==> src/hdl/bbhs_mul.sv <==
// Shared 32x32 multiplier with a registered product, used for the partial products of the hash.
module bbhs_mul (
  input  logic        clk_i,
  input  logic [31:0] a_i,
  input  logic [31:0] b_i,
  output logic [63:0] prod_o
);

  logic [63:0] prod_q;
  logic [63:0] prod_d;

  assign prod_d = 64'(a_i) * 64'(b_i);

  always_ff @(posedge clk_i) begin
    prod_q <= prod_d;
  end

  assign prod_o = prod_q;

endmodule

==> config.mk <==
export PLATFORM = sky130hd
export DESIGN_NAME = bbhs_mul
export DESIGN_NICKNAME = d
export VERILOG_FILES = /design/src/hdl/bbhs_mul.sv
export SDC_FILE = /design/constraint.sdc
export NUM_CORES = 2
export LEC_CHECK = 0
export ABC_AREA = 1
export BUFFER_PORTS_ARGS = -buffer_cell sky130_fd_sc_hd__buf_2
export CAP_MARGIN = 20
export CORE_AREA = 2 2 317 319
export CTS_CLUSTER_SIZE = 30
export DETAILED_ROUTE_END_ITERATION = 8
export DIE_AREA = 0 0 319 321
export PLACE_DENSITY = 0.5
export SKIP_CTS_REPAIR_TIMING = 1
export SYNTH_ARGS = -nofsm -noshare
export SYNTH_HDL_FRONTEND = slang
export SYNTH_SLANG_ARGS = --single-unit
==> constraint.sdc <==
create_clock -name clk_i -period 18.51 [get_ports clk_i]
set_input_delay 0.9255 -clock clk_i [delete_from_list [all_inputs] [get_ports clk_i]]
set_output_delay 0.9255 -clock clk_i [all_outputs]
set_load 0.05 [all_outputs]
### Yosys cells after proc, flatten, opt, wreduce, memory -nomap -nowiden

Index checks and enable logic that the tools add are counted.

* input bits: 65
* flip-flop bits (word level): 64

* multipliers: 1

Operators by type and width (count)
* 32-bit by 32-bit multiplier with 64-bit output: 1

### Depth between registers and ports, before layout

* word-level depth: 1
* gate-level depth with buffers: 30
* mapped depth without buffers: 29

### Least setup slack after synthesis

Ideal clock, no wire load.

* kind: input to register
* from: input a_i[25]
* to: register prod_q[62] (netlist: prod_o[62])
* arrival: 6.629 ns
* cell stages on the path: 25
* path slack: 11.769 ns
* path through: clkbuf_1 -> nand2_1 -> fa_1 -> inv_1 -> fa_1 -> inv_1 -> fa_1 -> inv_1 -> fa_1 -> fa_1 -> fa_1 -> fa_1 -> inv_1 -> fa_1 -> inv_1 -> ha_1 -> nand2_1 -> nor2_1 -> inv_2 -> nor2_4 -> nand2_2 -> nor3_2 -> nand2_1 -> nand3_1 -> nand2_1

* word-level cells in the longest chain between the ends: 1

Ends and longest elaborated chain
* start, declared: line 4 `input logic [31:0] a_i,`
* 32-bit by 32-bit multiplier with 64-bit output: line 12 `assign prod_d = 64'(a_i) * 64'(b_i);`
* net prod_d[62]: line 10 `logic [63:0] prod_d;`
* end signal, assigned: line 15 `prod_q <= prod_d;`
* end, declared: line 9 `logic [63:0] prod_q;`

The timed path passes the listed nets, and every way through them passes these cells.

### Worst setup path after layout

* from: input a_i[16]
* to: register prod_q[40] (netlist: prod_o[40])

Same word-level chain as after synthesis.

==> flow_metrics.env <==
export IMPL_avgRoutedWirePerCell_um=17.3
export IMPL_path_buf_inv=4
export IMPL_antenna_found_initial=4
export IMPL_yosysWarnings=0
export IMPL_finalWeightedCongestion=0.897
export IMPL_tightest_slew_ns=0.974
export IMPL_yosys_area_share_adder=0.568
export IMPL_crit_path_max_incr_delay_ns=0.66
export IMPL_grt_max_degree=33
export IMPL_synth_compound_area_share=0.00877
export IMPL_rsz0062_at_grt="no"
export IMPL_cts_tree="built"
export IMPL_fin_nets=6204
export IMPL_h_tree_depth=3
export IMPL_via_count=28700
export IMPL_drive_gt1_frac=0.0427
export IMPL_final_cell_mix="1,725 x inv_1, 1,565 x nand2_1, 896 x fa_1, 263 x ha_1, 128 x buf_2"
export IMPL_hpwl_um=90100
export IMPL_finalSetupTns_ns=0
export IMPL_clockBufferDepth=2
export IMPL_synthDistinctLibCells=23
export IMPL_grt_overflow=0
export IMPL_synth_top_family_by_area="adder cells"
export IMPL_synth_seq_cells=64
export IMPL_die_h_um=321
export IMPL_async_flop_share=0
export IMPL_slew_headroom=0.350
export IMPL_wl_um=109000
export IMPL_cts_clk_slew_worst_paths_ns=0.07
export IMPL_synth_xor_area_frac=0.00820
export IMPL_cts_buffers=9
export IMPL_outcome="completed"
export IMPL_cp_top_family="adder cells"
export IMPL_cpMostUsedCell="fa_1"
export IMPL_path_cells="buf_2 > nand2_1 > inv_1 > fa_1 > fa_1 > fa_1 > inv_1 > fa_1 > inv_1 > fa_1 > fa_1 > fa_1 > fa_1 > ha_1 > nand2_1 > nor2_1 > nand2_1 > nor2_1 > nand2_1 > nand3_1 > nand3_1 > nand3_1 > nand2_1"
export IMPL_core_mm2=0.0993
export IMPL_hp_class="in2reg"
export IMPL_min_period_over_period=0.410
export IMPL_die_area_mm2=0.102
export IMPL_area_growth_pct=5.24
export IMPL_drtPass1Iterations=5
export IMPL_ys_flop_type="dfxtp_1"
export IMPL_finalSetupViolCount=0
export IMPL_grt_use_total=0.221
export IMPL_yosys_top_cells_area="fa_1 48%, inv_1 17%, nand2_1 16%"
export IMPL_synth_edf_count=0
export IMPL_critPathCaptureType="flop"
export IMPL_fmax_mhz=132
export IMPL_start_util=0.377
export IMPL_critPathKind="in2reg"
export IMPL_yosys_area_top_type="fa_1"
export IMPL_arrival_ns=7.82
export IMPL_ioPinCount=129
export IMPL_syn_area_mm2=0.0374
export IMPL_syn_inst=5021
export IMPL_die_x_um=319
export IMPL_avgSynthCellArea_um2=7.45
export IMPL_antenna_left=0
export IMPL_final_common_cell="inv_1"
export IMPL_grt_pass1_wl_um=175000
export IMPL_io_buffers=128
export IMPL_synthSimpleGateAreaFrac=0.188
export IMPL_cts_root_buf="clkbuf_16"
export IMPL_crit_required_ns=18.74
export IMPL_drcViolationCount=0
export IMPL_largest_reg_flops=64
export IMPL_cap_violations=0
export IMPL_fp_row_count=116
export IMPL_cpMaxStageDelayCell="buf_2"
export IMPL_drt_iter0_drc=1475
export IMPL_hold_viol=0
export IMPL_ys_seq_area_frac=0.0343
export IMPL_clock_sinks=64
export IMPL_synth_top_area_frac=0.480
export IMPL_muxShareOfSynthArea=0
export IMPL_viasPerCell=4.57
export IMPL_slew_violations=0
export IMPL_finalCriticalPeriod_ns=7.59
export IMPL_path_max_fanout=32
export IMPL_syn_nets=6245
export IMPL_cp_start_kind="input port"
export IMPL_grt_pass1_vias=31100
==> synth_stat cells, types with 10 or more instances <==
| cell type | n |
|---|---|
| dfxtp_1 | 64 |
| nand3_1 | 59 |
| nand2_2 | 13 |
| nor2_1 | 79 |
| nor3_1 | 12 |
| nor2_2 | 15 |
| nand2_1 | 1565 |
| a21oi_1 | 44 |
| o21bai_1 | 10 |
| inv_2 | 10 |
| xor2_1 | 33 |
| clkbuf_1 | 192 |
| inv_1 | 1725 |
| nand4_1 | 16 |
| ha_1 | 263 |
| fa_1 | 896 |
==> tightest hold or removal path: cells and delay by family <==
family | cells | cell delay, ns
buf+inv | 2 | 0.36
simple gates | 1 | 0.16
==> cells by family (layout without fill, tap and decap cells) <==
group	count (synthesis)	count (layout)
other	0	2
adders and majority gates	1159	1159
DFF	64	64
xor gates and xnor gates	35	35
AOI/OAI and AO/OA	58	58
buffers and inverters	1927	1890
and+or+nand+nor	1778	1778
==> worst paths after layout <==
kind / from / to / slack (ns) / cells past startpoint
setup / recovery: a_i[16] / prod_o[40] / 10.92 / 23
hold / removal: b_i[0] / prod_o[0] / 1.15 / 3
==> metrics by stage <==
step                      instance area, um^2  std cells  utilization  hold slack [ns]  setup slack (ns)
final                                   39300       6284        0.396             1.15             10.92
after global routing                    39300       6283        0.396             1.19             10.65
after CTS                               39300       6282        0.396             1.14             10.96
after detailed placement                39000       6267        0.393             1.40             10.63
after global placement                  39000       6267        0.393             1.39             10.50
after floorplan                         37400       5021            -             1.02             11.77
==> layout make-up <==
class,count,area (um^2)
clock inverter,3,65.1
timing repair buffer,140,731
fill,10600,59900
multi-input combinational,3030,28900
sequential,64,1280
tap,1298,1620
clock buffer,12,256
antenna,2,5.00
inverter,1735,6510
==> routing by layer <==
metal  vias up  GRT usage  share of wire
met5         -          0       0.000064
met4         2     0.0509          0.025
met3       142     0.0234          0.045
met2       663      0.388           0.50
met1     14400      0.294           0.43
li1      13500          -              -
Power is left out: the tool's default activity adds up to more than one toggle a clock period on the data nets, which glitch-free logic cannot reach.
